===== config.mk =====
export PLATFORM = sky130hd
export DESIGN_NAME = mcs_image_checker_page_crc_core_flat
export DESIGN_NICKNAME = d
export VERILOG_FILES = /design/src/rtl/core/mcspc_pkg.sv /design/src/rtl/core/mcspc_if.sv /design/src/rtl/core/mcs_image_checker_page_crc_core.sv /design/src/rtl/core/mcspc_crc_unit.sv /design/src/rtl/core/mcspc_seq.sv /design/src/flat_wrapper.sv
export SDC_FILE = /design/constraint.sdc
export NUM_CORES = 1
export LEC_CHECK = 0
export BUFFER_PORTS_ARGS = -buffer_cell sky130_fd_sc_hd__buf_2
export CORE_ASPECT_RATIO = 0.5
export CORE_UTILIZATION = 40
export CTS_CLUSTER_DIAMETER = 200
export DETAILED_ROUTE_END_ITERATION = 8
export SKIP_CTS_REPAIR_TIMING = 1
export SLEW_MARGIN = 15
export SYNTH_ARGS = -nofsm -noshare
export SYNTH_HDL_FRONTEND = slang
export SYNTH_SLANG_ARGS = --single-unit

===== constraint.sdc =====
create_clock -name clk -period 12.6 [get_ports clk]
set_input_delay 1.89 -clock clk [delete_from_list [all_inputs] [get_ports clk]]
set_output_delay 1.89 -clock clk [all_outputs]
set_load 0.1 [all_outputs]

===== src/rtl/core/mcspc_pkg.sv =====
// Shared constants, codes and types of the image checker page CRC block.
package mcspc_pkg;

	// Geometry and reset values
	localparam int unsigned PAGE_BYTES_DEF   = 256;
	localparam int unsigned ROOM_W           = 9;
	localparam logic [7:0]  START_SECTOR_RST = 8'h00;
	localparam logic [7:0]  CRC_POLY_RST     = 8'h09;
	localparam logic [7:0]  PAD_BYTE         = 8'hFF;

	// Configuration port
	localparam int unsigned CFG_IDX_W  = 1;
	localparam int unsigned CFG_DATA_W = 8;
	localparam logic [CFG_IDX_W-1:0] CFG_START_SECTOR = 1'b0;
	localparam logic [CFG_IDX_W-1:0] CFG_CRC_POLY     = 1'b1;

	// Item kinds and record types
	localparam logic       REQ_HEADER = 1'b0;
	localparam logic       REQ_DATA   = 1'b1;
	localparam logic [7:0] REC_DATA   = 8'h00;
	localparam logic [7:0] REC_EOF    = 8'h01;
	localparam logic [7:0] REC_EXT    = 8'h04;

	// Status codes
	localparam logic [2:0] ERR_NONE    = 3'd0;
	localparam logic [2:0] ERR_SECTOR  = 3'd1;
	localparam logic [2:0] ERR_ADDR    = 3'd2;
	localparam logic [2:0] ERR_TYPE    = 3'd3;
	localparam logic [2:0] ERR_OVERRUN = 3'd4;
	localparam logic [2:0] ERR_STRAY   = 3'd5;

	typedef struct packed {
		logic       req_type;
		logic [7:0] record_type;
		logic [7:0] sector;
		logic [7:0] page;
		logic [7:0] byte_offset;
		logic [7:0] byte_count;
		logic [7:0] data_byte;
	} item_t;

	typedef struct packed {
		logic [2:0] status;
		logic [7:0] crc;
		logic       page_done;
		logic       image_done;
		logic [7:0] current_sector;
	} result_t;

	typedef struct packed {
		logic       start_we;
		logic [7:0] start_sector;
		logic [7:0] crc_poly;
	} cfg_t;

	typedef enum logic [1:0] {
		SEQ_IDLE,
		SEQ_PAD,
		SEQ_RESP
	} seq_state_t;

endpackage


===== src/rtl/core/mcspc_if.sv =====
// Valid/ready channel interfaces for record items and check results.
interface mcspc_req_if;
	logic       valid;
	logic       ready;
	logic       req_type;
	logic [7:0] record_type;
	logic [7:0] sector;
	logic [7:0] page;
	logic [7:0] byte_offset;
	logic [7:0] byte_count;
	logic [7:0] data_byte;

	modport source (
		output valid, req_type, record_type, sector, page, byte_offset, byte_count, data_byte,
		input  ready
	);
	modport sink (
		input  valid, req_type, record_type, sector, page, byte_offset, byte_count, data_byte,
		output ready
	);
endinterface

interface mcspc_rsp_if;
	logic       valid;
	logic       ready;
	logic [2:0] status;
	logic [7:0] crc;
	logic       page_done;
	logic       image_done;
	logic [7:0] current_sector;

	modport source (
		output valid, status, crc, page_done, image_done, current_sector,
		input  ready
	);
	modport sink (
		input  valid, status, crc, page_done, image_done, current_sector,
		output ready
	);
endinterface


===== src/rtl/core/mcs_image_checker_page_crc_core.sv =====
// Top level of the flash image record checker with per-page CRC-8.
//
// Usage:
//   req carries decoded hex records: a header transfer (req_type 0) and, for a
//   data record, its payload bytes one transfer each (req_type 1). rsp returns
//   exactly one result per request: sticky status, CRC over completed pages,
//   page_done, image_done and the sector now expected.
//   The config port (cfg_we, cfg_index, cfg_wdata) writes start_sector
//   (index 0) and the CRC polynomial low byte (index 1); write only when idle.
// Timing and throughput:
//   Headers and data bytes are handled in the cycle of their transfer, data
//   bytes through the shared byte CRC unit; the result is registered and
//   shows on rsp in the next cycle, so one item per cycle is sustained while
//   rsp takes each result. An end record that closes an open page runs the
//   same CRC unit once per pad byte (PAGE_BYTES - offset of them), then posts
//   the result from a response state; req is not ready meanwhile.
// Reset:
//   arst_n clears order state, CRC and error; registers return to defaults.
// Back-pressure:
//   A single output register holds the result; a new request is taken while
//   it waits only if rsp takes it in the same cycle, otherwise req stalls.
module mcs_image_checker_page_crc_core #(
	parameter int unsigned PAGE_BYTES = mcspc_pkg::PAGE_BYTES_DEF
) (
	input  logic                                clk,
	input  logic                                arst_n,
	input  logic                                cfg_we,
	input  logic [mcspc_pkg::CFG_IDX_W-1:0]     cfg_index,
	input  logic [mcspc_pkg::CFG_DATA_W-1:0]    cfg_wdata,
	mcspc_req_if.sink                           req,
	mcspc_rsp_if.source                         rsp
);

	logic [7:0]         crc_poly_q;
	mcspc_pkg::cfg_t    cfg;
	mcspc_pkg::item_t   item;
	mcspc_pkg::result_t res;
	mcspc_pkg::result_t res_q;
	logic               res_load;
	logic               out_valid_q;
	logic               out_free;
	logic               item_ready;

	// Configuration registers; start_sector goes straight to the sequencer
	always_ff @(posedge clk or negedge arst_n) begin
		if (!arst_n) begin
			crc_poly_q <= mcspc_pkg::CRC_POLY_RST;
		end else if (cfg_we) begin
			if (cfg_index == mcspc_pkg::CFG_CRC_POLY) begin
				crc_poly_q <= cfg_wdata;
			end
		end
	end

	assign cfg.start_we     = cfg_we && (cfg_index == mcspc_pkg::CFG_START_SECTOR);
	assign cfg.start_sector = cfg_wdata;
	assign cfg.crc_poly     = crc_poly_q;

	// Request payload
	assign item.req_type    = req.req_type;
	assign item.record_type = req.record_type;
	assign item.sector      = req.sector;
	assign item.page        = req.page;
	assign item.byte_offset = req.byte_offset;
	assign item.byte_count  = req.byte_count;
	assign item.data_byte   = req.data_byte;
	assign req.ready        = item_ready;

	mcspc_seq #(
		.PAGE_BYTES (PAGE_BYTES)
	) u_seq (
		.clk        (clk),
		.arst_n     (arst_n),
		.cfg        (cfg),
		.item       (item),
		.item_valid (req.valid),
		.item_ready (item_ready),
		.out_free   (out_free),
		.res_load   (res_load),
		.res        (res)
	);

	// Output register
	assign out_free = !out_valid_q || rsp.ready;

	always_ff @(posedge clk or negedge arst_n) begin
		if (!arst_n) begin
			out_valid_q <= 1'b0;
		end else if (res_load) begin
			out_valid_q <= 1'b1;
		end else if (rsp.ready) begin
			out_valid_q <= 1'b0;
		end
	end

	always_ff @(posedge clk) begin
		if (res_load) begin
			res_q <= res;
		end
	end

	assign rsp.valid          = out_valid_q;
	assign rsp.status         = res_q.status;
	assign rsp.crc            = res_q.crc;
	assign rsp.page_done      = res_q.page_done;
	assign rsp.image_done     = res_q.image_done;
	assign rsp.current_sector = res_q.current_sector;

endmodule


===== src/rtl/core/mcspc_crc_unit.sv =====
// Shared byte-wide CRC-8 step unit, MSB first, programmable polynomial.
module mcspc_crc_unit (
	input  logic [7:0] rem,
	input  logic [7:0] data,
	input  logic [7:0] poly,
	output logic [7:0] crc
);

	// Eight bit steps of the shift register over one byte
	always_comb begin
		logic [7:0] r;
		r = rem ^ data;
		for (int k = 0; k < 8; k++) begin
			if (r[7]) begin
				r = {r[6:0], 1'b0} ^ poly;
			end else begin
				r = {r[6:0], 1'b0};
			end
		end
		crc = r;
	end

endmodule


===== src/rtl/core/mcspc_seq.sv =====
// Order checker and sequencer around the shared CRC unit, with page padding.
module mcspc_seq #(
	parameter int unsigned PAGE_BYTES = mcspc_pkg::PAGE_BYTES_DEF
) (
	input  logic                clk,
	input  logic                arst_n,
	input  mcspc_pkg::cfg_t     cfg,
	input  mcspc_pkg::item_t    item,
	input  logic                item_valid,
	output logic                item_ready,
	input  logic                out_free,
	output logic                res_load,
	output mcspc_pkg::result_t  res
);

	localparam int unsigned EBW  = $clog2(PAGE_BYTES);
	localparam int unsigned CNTW = $clog2(PAGE_BYTES + 1);
	localparam int unsigned RW   = mcspc_pkg::ROOM_W;

	mcspc_pkg::seq_state_t state_q, state_d;

	logic [7:0]      sector_q, sector_d;
	logic [7:0]      page_q, page_d;
	logic [EBW-1:0]  byte_q, byte_d;
	logic            pending_q, pending_d;
	logic [7:0]      crc_value_q, crc_value_d;
	logic [7:0]      work_crc_q, work_crc_d;
	logic [7:0]      left_q, left_d;
	logic            latched_q, latched_d;
	logic [2:0]      code_q, code_d;
	logic            started_q, started_d;
	logic [CNTW-1:0] pad_cnt_q, pad_cnt_d;

	logic [2:0]      err;
	logic            pdone;
	logic            idone;
	logic [7:0]      crc_data;
	logic [7:0]      crc_out;
	logic [CNTW-1:0] byte_inc;
	logic            byte_wrap;
	logic [CNTW-1:0] pad_len;
	logic [RW-1:0]   room;

	// Shared CRC step: payload byte when idle, pad byte while padding
	mcspc_crc_unit u_crc (
		.rem  (work_crc_q),
		.data (crc_data),
		.poly (cfg.crc_poly),
		.crc  (crc_out)
	);

	// Address arithmetic within the page
	assign byte_inc  = CNTW'(byte_q) + CNTW'(1);
	assign byte_wrap = (byte_inc == CNTW'(PAGE_BYTES));
	assign pad_len   = CNTW'(PAGE_BYTES) - CNTW'(byte_q);
	assign room      = RW'(PAGE_BYTES) - RW'(byte_q);

	// Next state and result
	always_comb begin
		state_d     = state_q;
		sector_d    = sector_q;
		page_d      = page_q;
		byte_d      = byte_q;
		pending_d   = pending_q;
		crc_value_d = crc_value_q;
		work_crc_d  = work_crc_q;
		left_d      = left_q;
		latched_d   = latched_q;
		code_d      = code_q;
		started_d   = started_q;
		pad_cnt_d   = pad_cnt_q;
		err         = mcspc_pkg::ERR_NONE;
		pdone       = 1'b0;
		idone       = 1'b0;
		res_load    = 1'b0;
		item_ready  = 1'b0;
		crc_data    = item.data_byte;

		case (state_q)
			mcspc_pkg::SEQ_IDLE: begin
				item_ready = out_free;
				if (cfg.start_we && !started_q) begin
					sector_d = cfg.start_sector;
				end
				if (item_valid && out_free) begin
					res_load = 1'b1;
					if (!latched_q) begin
						started_d = 1'b1;
						if (item.req_type == mcspc_pkg::REQ_HEADER) begin
							// a new header drops any payload still owed
							left_d = '0;
							case (item.record_type)
								mcspc_pkg::REC_EXT: begin
									if (item.sector != sector_q || pending_q) begin
										err = mcspc_pkg::ERR_SECTOR;
									end else begin
										page_d = '0;
										byte_d = '0;
									end
								end
								mcspc_pkg::REC_DATA: begin
									if (item.page != page_q || item.byte_offset != 8'(byte_q)) begin
										err = mcspc_pkg::ERR_ADDR;
									end else if (RW'(item.byte_count) > room) begin
										err = mcspc_pkg::ERR_OVERRUN;
									end else if (item.byte_count != 8'd0) begin
										if (!pending_q) begin
											work_crc_d = crc_value_q;
										end
										pending_d = 1'b1;
										left_d    = item.byte_count;
									end
								end
								mcspc_pkg::REC_EOF: begin
									idone = 1'b1;
									// unfinished page: pad it before answering
									if (pending_q) begin
										pad_cnt_d = pad_len;
										state_d   = mcspc_pkg::SEQ_PAD;
										res_load  = 1'b0;
									end
								end
								default: begin
									err = mcspc_pkg::ERR_TYPE;
								end
							endcase
						end else begin
							if (left_q == 8'd0) begin
								err = mcspc_pkg::ERR_STRAY;
							end else begin
								work_crc_d = crc_out;
								left_d     = left_q - 8'd1;
								if (byte_wrap) begin
									crc_value_d = crc_out;
									pending_d   = 1'b0;
									pdone       = 1'b1;
									byte_d      = '0;
									page_d      = page_q + 8'd1;
									if (page_q == 8'hFF) begin
										sector_d = sector_q + 8'd1;
									end
								end else begin
									byte_d = byte_inc[EBW-1:0];
								end
							end
						end
						if (err != mcspc_pkg::ERR_NONE) begin
							latched_d = 1'b1;
							code_d    = err;
							pdone     = 1'b0;
							idone     = 1'b0;
						end
					end
				end
			end
			mcspc_pkg::SEQ_PAD: begin
				crc_data   = mcspc_pkg::PAD_BYTE;
				work_crc_d = crc_out;
				pad_cnt_d  = pad_cnt_q - CNTW'(1);
				if (pad_cnt_q == CNTW'(1)) begin
					crc_value_d = crc_out;
					pending_d   = 1'b0;
					state_d     = mcspc_pkg::SEQ_RESP;
				end
			end
			mcspc_pkg::SEQ_RESP: begin
				pdone = 1'b1;
				idone = 1'b1;
				if (out_free) begin
					res_load = 1'b1;
					state_d  = mcspc_pkg::SEQ_IDLE;
				end
			end
			default: begin
				state_d = mcspc_pkg::SEQ_IDLE;
			end
		endcase

		res.status         = latched_d ? code_d : mcspc_pkg::ERR_NONE;
		res.crc            = crc_value_d;
		res.page_done      = pdone;
		res.image_done     = idone;
		res.current_sector = sector_d;
	end

	// State registers
	always_ff @(posedge clk or negedge arst_n) begin
		if (!arst_n) begin
			state_q     <= mcspc_pkg::SEQ_IDLE;
			sector_q    <= mcspc_pkg::START_SECTOR_RST;
			page_q      <= '0;
			byte_q      <= '0;
			pending_q   <= 1'b0;
			crc_value_q <= '0;
			work_crc_q  <= '0;
			left_q      <= '0;
			latched_q   <= 1'b0;
			code_q      <= mcspc_pkg::ERR_NONE;
			started_q   <= 1'b0;
			pad_cnt_q   <= '0;
		end else begin
			state_q     <= state_d;
			sector_q    <= sector_d;
			page_q      <= page_d;
			byte_q      <= byte_d;
			pending_q   <= pending_d;
			crc_value_q <= crc_value_d;
			work_crc_q  <= work_crc_d;
			left_q      <= left_d;
			latched_q   <= latched_d;
			code_q      <= code_d;
			started_q   <= started_d;
			pad_cnt_q   <= pad_cnt_d;
		end
	end

`ifndef SYNTHESIS
	a_pad_count_live: assert property (@(posedge clk) disable iff (!arst_n)
		state_q == mcspc_pkg::SEQ_PAD |-> pad_cnt_q != '0)
		else $error("pad sequence running with zero count");

	a_byte_in_page: assert property (@(posedge clk) disable iff (!arst_n)
		CNTW'(byte_q) < CNTW'(PAGE_BYTES))
		else $error("expected byte outside page");

	a_owed_needs_page: assert property (@(posedge clk) disable iff (!arst_n)
		left_q != 8'd0 |-> pending_q)
		else $error("payload owed without an open page");

	a_error_sticky: assert property (@(posedge clk) disable iff (!arst_n)
		latched_q |=> latched_q && $stable(code_q))
		else $error("latched error changed");

	a_load_when_free: assert property (@(posedge clk) disable iff (!arst_n)
		res_load |-> out_free)
		else $error("result loaded into a full output register");
`endif

endmodule

===== src/flat_wrapper.sv =====
// flat-port wrapper written by rule: the top's interface ports become plain ports
module mcs_image_checker_page_crc_core_flat 
#(
	parameter int unsigned PAGE_BYTES = mcspc_pkg::PAGE_BYTES_DEF
)
  (clk, arst_n, cfg_we, cfg_index, cfg_wdata, req_valid, req_req_type, req_record_type, req_sector, req_page, req_byte_offset, req_byte_count, req_data_byte, req_ready, rsp_valid, rsp_status, rsp_crc, rsp_page_done, rsp_image_done, rsp_current_sector, rsp_ready);
  mcspc_req_if req_i ();
  mcspc_rsp_if rsp_i ();
  input  logic clk;
  input  logic arst_n;
  input  logic cfg_we;
  input  logic [mcspc_pkg::CFG_IDX_W-1:0] cfg_index;
  input  logic [mcspc_pkg::CFG_DATA_W-1:0] cfg_wdata;
  input wire logic [$bits(req_i.valid)-1:0] req_valid;
  input wire logic [$bits(req_i.req_type)-1:0] req_req_type;
  input wire logic [$bits(req_i.record_type)-1:0] req_record_type;
  input wire logic [$bits(req_i.sector)-1:0] req_sector;
  input wire logic [$bits(req_i.page)-1:0] req_page;
  input wire logic [$bits(req_i.byte_offset)-1:0] req_byte_offset;
  input wire logic [$bits(req_i.byte_count)-1:0] req_byte_count;
  input wire logic [$bits(req_i.data_byte)-1:0] req_data_byte;
  output wire logic [$bits(req_i.ready)-1:0] req_ready;
  output wire logic [$bits(rsp_i.valid)-1:0] rsp_valid;
  output wire logic [$bits(rsp_i.status)-1:0] rsp_status;
  output wire logic [$bits(rsp_i.crc)-1:0] rsp_crc;
  output wire logic [$bits(rsp_i.page_done)-1:0] rsp_page_done;
  output wire logic [$bits(rsp_i.image_done)-1:0] rsp_image_done;
  output wire logic [$bits(rsp_i.current_sector)-1:0] rsp_current_sector;
  input wire logic [$bits(rsp_i.ready)-1:0] rsp_ready;
  assign req_i.valid = req_valid;
  assign req_i.req_type = req_req_type;
  assign req_i.record_type = req_record_type;
  assign req_i.sector = req_sector;
  assign req_i.page = req_page;
  assign req_i.byte_offset = req_byte_offset;
  assign req_i.byte_count = req_byte_count;
  assign req_i.data_byte = req_data_byte;
  assign req_ready = req_i.ready;
  assign rsp_valid = rsp_i.valid;
  assign rsp_status = rsp_i.status;
  assign rsp_crc = rsp_i.crc;
  assign rsp_page_done = rsp_i.page_done;
  assign rsp_image_done = rsp_i.image_done;
  assign rsp_current_sector = rsp_i.current_sector;
  assign rsp_i.ready = rsp_ready;
  mcs_image_checker_page_crc_core #(.PAGE_BYTES(PAGE_BYTES)) u_core (.clk(clk), .arst_n(arst_n), .cfg_we(cfg_we), .cfg_index(cfg_index), .cfg_wdata(cfg_wdata), .req(req_i), .rsp(rsp_i));
endmodule

-- Yosys cells after proc, flatten, opt, wreduce, memory -nomap -nowiden
Index checks and enable logic that the tools add are counted.
Widths: inputs -> output; s select.
- $lt $le $gt $ge: 1
- bitwise operators: 11
- add/sub/neg operators: 6
- reduce and logical (&&, ||, !) cells: 25
- mux-type cells: 113
- equality and inequality tests: 27
- operator list (operator ; count):
    $mux 8 ; 46
    $xor 8x8->8 ; 9
    $mux 9 ; 5
    $mux 1 ; 35
    $mux 3 ; 11
    $pmux 8 s2 ; 2
    $ne 8x8->1 ; 3
    $ne 3x3->1 const B ; 6
    $pmux 9 s2 ; 1
    $add 8x1->8 const B ; 2
    $logic_not 8->1 ; 2
    $ne 2x2->1 const B ; 8
    $mux 2 ; 7
    $reduce_and 7->1 ; 2
    $reduce_and 6->1 ; 2
    $reduce_and 10->1 ; 1
    $add 8x1->9 const B ; 1
    $eq 9x1->1 const B ; 1
    $eq 9x9->1 const B ; 1
    $gt 8x9->1 ; 1
    $pmux 3 s3 ; 1
    $reduce_and 9->1 ; 1
    $sub 9x1->9 const B ; 1
    $sub 9x8->9 const A ; 1
    21 further kinds ; 33
- output and inout port bits: 23
- word-level logic and storage cells: 202
- input bits: 63
- bits in registers: 95

-- Depth between registers and ports, before layout
- depth in word-level cells: 25
- gate-level depth with buffers: 21
- mapped depth without buffers: 19

-- Cells and area by module
A second synthesis with hierarchy kept.
- cells, all modules: 794
- area, all modules: 7089.3 µm²
- modules (own cells, without submodules) (module ; sequential area each (µm²) ; cells each ; instances ; area an instance (µm²)):
    mcspc_seq ; 1626.6 ; 555 ; 1 ; 4650.7
    mcspc_crc_unit ; 0.0 ; 197 ; 1 ; 1462.7
    mcs_image_checker_page_crc_core ; 858.3 ; 42 ; 1 ; 975.9

-- Worst setup path before layout
No wires, ideal clock.
- path kind: input-to-output
- start point: input port rsp_ready
- end point: output port req_ready
- arrival time: 4.035 ns
- required time: 10.710 ns
- path buffers: 0
- setup slack: 6.675 ns
- cell stages on the path: 2
- path through: nor2b_1 -> nor3_1
- word-level cells in the longest chain between the ends: 2
- ends and longest elaborated chain (what ; line ; text):
    start: declaration ; flat_wrapper.sv:29 ; input wire logic [$bits(rsp_i.ready)-1:0] rsp_ready;
    $logic_or 1x1->1 ; mcs_image_checker_page_crc_core.sv:84 ; assign out_free = !out_valid_q || rsp.ready;
    $mux 1 ; mcspc_seq.sv:79 ; case (state_q)
    end: declaration ; flat_wrapper.sv:22 ; output wire logic [$bits(req_i.ready)-1:0] req_ready;
Every way passes these cells.

==> impl_results.rst <==
.. list-table::
   :header-rows: 1

   * - Metric
     - Value
   * - Status
     - finished clean
   * - Number of synthesized register bits
     - 95
   * - Switch Pwr
     - just over 0.0008 W
   * - Number of DRC markers after the initial detailed-route iteration
     - between 400 and 500
   * - Most used flip-flop cell after synthesis
     - dfrtp_1
   * - Floorplan die height
     - ~94 um
   * - Fraction of layout cells with a size suffix above 1
     - 0.184
   * - Total global routing track utilization
     - 0.210
   * - Clock network fraction of design power
     - 0.151
   * - Unrepaired setup endpoints after global routing
     - false
   * - Post-detailed-route wirelength per cell
     - between 15 and 20 um
   * - Crit Path Class
     - in2reg
   * - Area of the die
     - around 18,000 um2
   * - Via count of the first global-routing pass
     - roughly 5,500
   * - Async set-or-reset flop fraction in the synthesized netlist
     - 0.779
   * - Highest layer used for signal routing
     - met4
   * - Final worst-path cycle share
     - 0.472
   * - Commonest non-fill, non-tap cells in the layout
     - nand2_1 (99), buf_2 (84), dfrtp_1 (72)
   * - Met3 wire length
     - between 800 and 900 um
   * - Std-Cell Rows
     - 33
   * - Clock latency on the worst-skew pair
     - 350 ps
   * - Synthesized Nets
     - roughly 850
   * - Max Root-Sink Buffers
     - 2
   * - Antenna cells
     - 0
   * - Arrival time of the worst setup path
     - just over 6000 ps
   * - Final total negative setup slack
     - 0 ps
   * - Max H-tree Level
     - 3
   * - Count of yosys warnings during synthesis
     - 0
   * - Count of port buffers added during placement
     - 85
   * - Core area
     - around 16,000 um2
   * - Combinational group share of total power
     - 0.607
   * - Total global routing overflow
     - 0
   * - Critical Path Source Type
     - primary input
   * - Number of max-slew violations in the final report
     - 0
   * - Clock Tree Root
     - clkbuf_16
   * - Leakage power
     - slightly above 3 nW
   * - Leading cell type in the layout, fill and taps excluded
     - nand2_1
   * - M1 WL
     - 8.78 mm
   * - Total iterations of the first detailed-routing run
     - 5
   * - Antenna violations before repair
     - 0
   * - Slew @ Worst Pin
     - between 900 and 1000 ps
   * - Hold crit path type
     - reg2reg
   * - DPL Wire Length
     - 13.1 mm
   * - Worst path required time
     - around 13,000 ps
   * - Highest clock rate
     - approximately 0.17 GHz
   * - Detailed-routed wire length on met2
     - around 8 mm
   * - Per-cell via count in the routed design
     - approximately 5.6
   * - Critical path fanouts, max
     - 15
   * - Pin count of the biggest net entering global routing
     - between 70 and 80
   * - Global-route wire length before repair
     - between 20 and 30 mm
   * - Synthesized area per cell
     - 8.81 um2
   * - Worst slew margin relative to its limit
     - 0.349
   * - Number of remaining DRC errors
     - 0
   * - Final count of negative-setup-slack endpoints
     - 0
   * - Chip Width
     - 186 um
   * - Post-synth EDFFs
     - 21
   * - Internal Power
     - 0.000953 W
   * - Clock Pin Slew Worst Setup and Hold Paths
     - around 70 ps
   * - Peak supply drop
     - about 0.15 mV
   * - Total number of vias
     - 5,978
   * - Power per Cell Area
     - between 200 and 250 nW/um2
   * - Overall power of the completed layout
     - between 0.0015 and 0.002 W
   * - Minimum period implied by the final worst setup slack
     - between 5000 and 6000 ps
   * - Synthesis-to-finish area growth
     - 13.1%
   * - Total CTS buffers
     - 9
   * - Layout net count
     - between 900 and 1,000
   * - Starting utilization of the core area
     - 0.412
   * - Gate count after technology mapping
     - 770
   * - Sort of element at the end of the critical path
     - flop
   * - Switching power as a share of total power
     - 0.465
   * - Top-Level Pins
     - between 80 and 90
   * - Number of unique standard cell types used by synthesis
     - 83
   * - Cell area after technology mapping
     - about 6800 um2
   * - Final GP Congestion
     - around 0.86
   * - Total wirelength of the detailed-routed design
     - approximately 18 mm
   * - Final hold violation count
     - 0
   * - Sequential share of power
     - 0.243
   * - Max capacitance violation total
     - 0
   * - Number of antenna-violating nets in the routed design
     - 0
   * - Sinks on Clock Net
     - 95
   * - CTS tree
     - yes
   * - Post-synthesis sequential area ratio
     - 0.366
   * - Fin Clk Skew
     - approximately 15 ps
worst paths after layout:
path	cells after the start	slack (ps)	end	startpoint
max reg2reg	15	7270	u_core.rsp.crc[7]	u_core.u_seq.state_q[0]
min in group asynchronous	1	1690	u_core.u_seq.sector_q[1]	arst_n
min	1	460	u_core.u_seq.pad_cnt_q[7]	u_core.u_seq.pad_cnt_q[7]
max	15	6650	u_core.rsp.crc[7]	req_data_byte[6]
min reg2reg	1	460	u_core.u_seq.pad_cnt_q[7]	u_core.u_seq.pad_cnt_q[7]
max in group asynchronous	1	10260	u_core.u_seq.pad_cnt_q[6]	arst_n
per-layer routing:
metal  global-route usage  vias to the layer above
met5                    0                        -
met4               0.0560                        0
met3               0.0326                       16
met2                0.322                      184
met1                0.306                     2865
li1                     -                     2913
worst max-delay path: stages:
cell      delay [ps]
buf_2            140
o21a_1           270
nor2_2           620
mux2_2           410
o211ai_1         190
xor2_1           400
xnor2_1          230
xnor2_1          160
o41ai_1          320
or3_1            190
nand2_1          170
or3_1            390
and4_4           190
or2_1            210
mux2_4           260
stage by stage:
| stage | utilization | instance area [um2] | setup slack (ps) | instances | hold WS, ps |
|---|---|---|---|---|---|
| 3_5_place_dp | 0.448 | 7380 | 6350 | 1049 | 455 |
| 5_1_grt | 0.466 | 7670 | 6400 | 1065 | 481 |
| 6_report | 0.466 | 7670 | 6650 | 1065 | 459 |
| 3_3_place_gp | 0.448 | 7380 | 6440 | 1049 | 454 |
| 2_1_floorplan | - | 6790 | 6670 | 770 | 428 |
| 4_1_cts | 0.466 | 7670 | 6700 | 1065 | 463 |
Yosys cell counts, drive strengths merged, types with 3 or more instances:
cell type / number / area [um2]
a211oi: 3 / 22.5
a21o: 3 / 22.5
a21oi: 43 / 219
a221o: 3 / 30.0
a221oi: 3 / 26.3
a22o: 8 / 70.1
a31oi: 13 / 81.3
a32oi: 4 / 35.0
and2: 5 / 31.3
and3: 12 / 80.1
buf: 9 / 55.1
clkbuf: 29 / 109
dfrtp: 72 / 1800
edfxtp: 21 / 631
ha: 15 / 188
inv: 23 / 86.3
mux2: 17 / 195
mux2i: 7 / 70.1
nand2: 101 / 384
nand2b: 3 / 18.8
nand3: 34 / 175
nand4: 20 / 125
nor2: 55 / 216
nor2b: 7 / 51.3
nor3: 19 / 111
nor3b: 3 / 22.5
nor4: 7 / 50.1
o211ai: 8 / 60.1
o21a: 7 / 52.6
o21ai: 53 / 277
o221ai: 4 / 35.0
o31ai: 5 / 37.5
or2: 4 / 25.0
or3: 19 / 124
or4: 3 / 22.5
xnor2: 70 / 636
xor2: 24 / 233
kinds of logic after synthesis:
| group | share of synthesized area |
|---|---|
| AOI/OAI and AO/OA | 0.178 |
| adders and majority gates | 0.0277 |
| xor gates and xnor gates | 0.131 |
| muxes | 0.0391 |
| and+or+nand+nor | 0.221 |
| DFF | 0.366 |
| buffers and inverters | 0.0369 |
final cells by class:
class | instances | area [um2]
clock buffer | 11 | 254
clock inverter | 5 | 37.5
fill | 1622 | 8800
inverter | 23 | 86.3
multi-input combinational | 614 | 4060
sequential | 95 | 2480
tap | 227 | 284
timing repair buffer | 90 | 465
sequential cells by signal (all words and copies together) (netlist names), 2 cells and up:
name                       cells
u_core.u_seq.left_q            8
u_core.u_seq.pad_cnt_q         9
u_core.u_seq.code_q            3
u_core.u_seq.sector_q          8
u_core.rsp.crc                 8
u_core.u_seq.byte_q            8
u_core.u_seq.work_crc_q        8
u_core.u_seq.crc_value_q       8
u_core.rsp.current_sector      8
u_core.u_seq.state_q           2
u_core.crc_poly_q              8
u_core.rsp.status              3
u_core.u_seq.page_q            8
power by group through the flow:
stage               registers (W)  clock network, W  logic, W
finish                   0.000432          0.000268   0.00108
global route             0.000438          0.000284   0.00119
CTS                      0.000431          0.000273   0.00107
detailed placement       0.000436                 0   0.00105
global placement         0.000436                 0   0.00105
floorplan                0.000474                 0  0.000817
(Power assumes the default switching activity.)
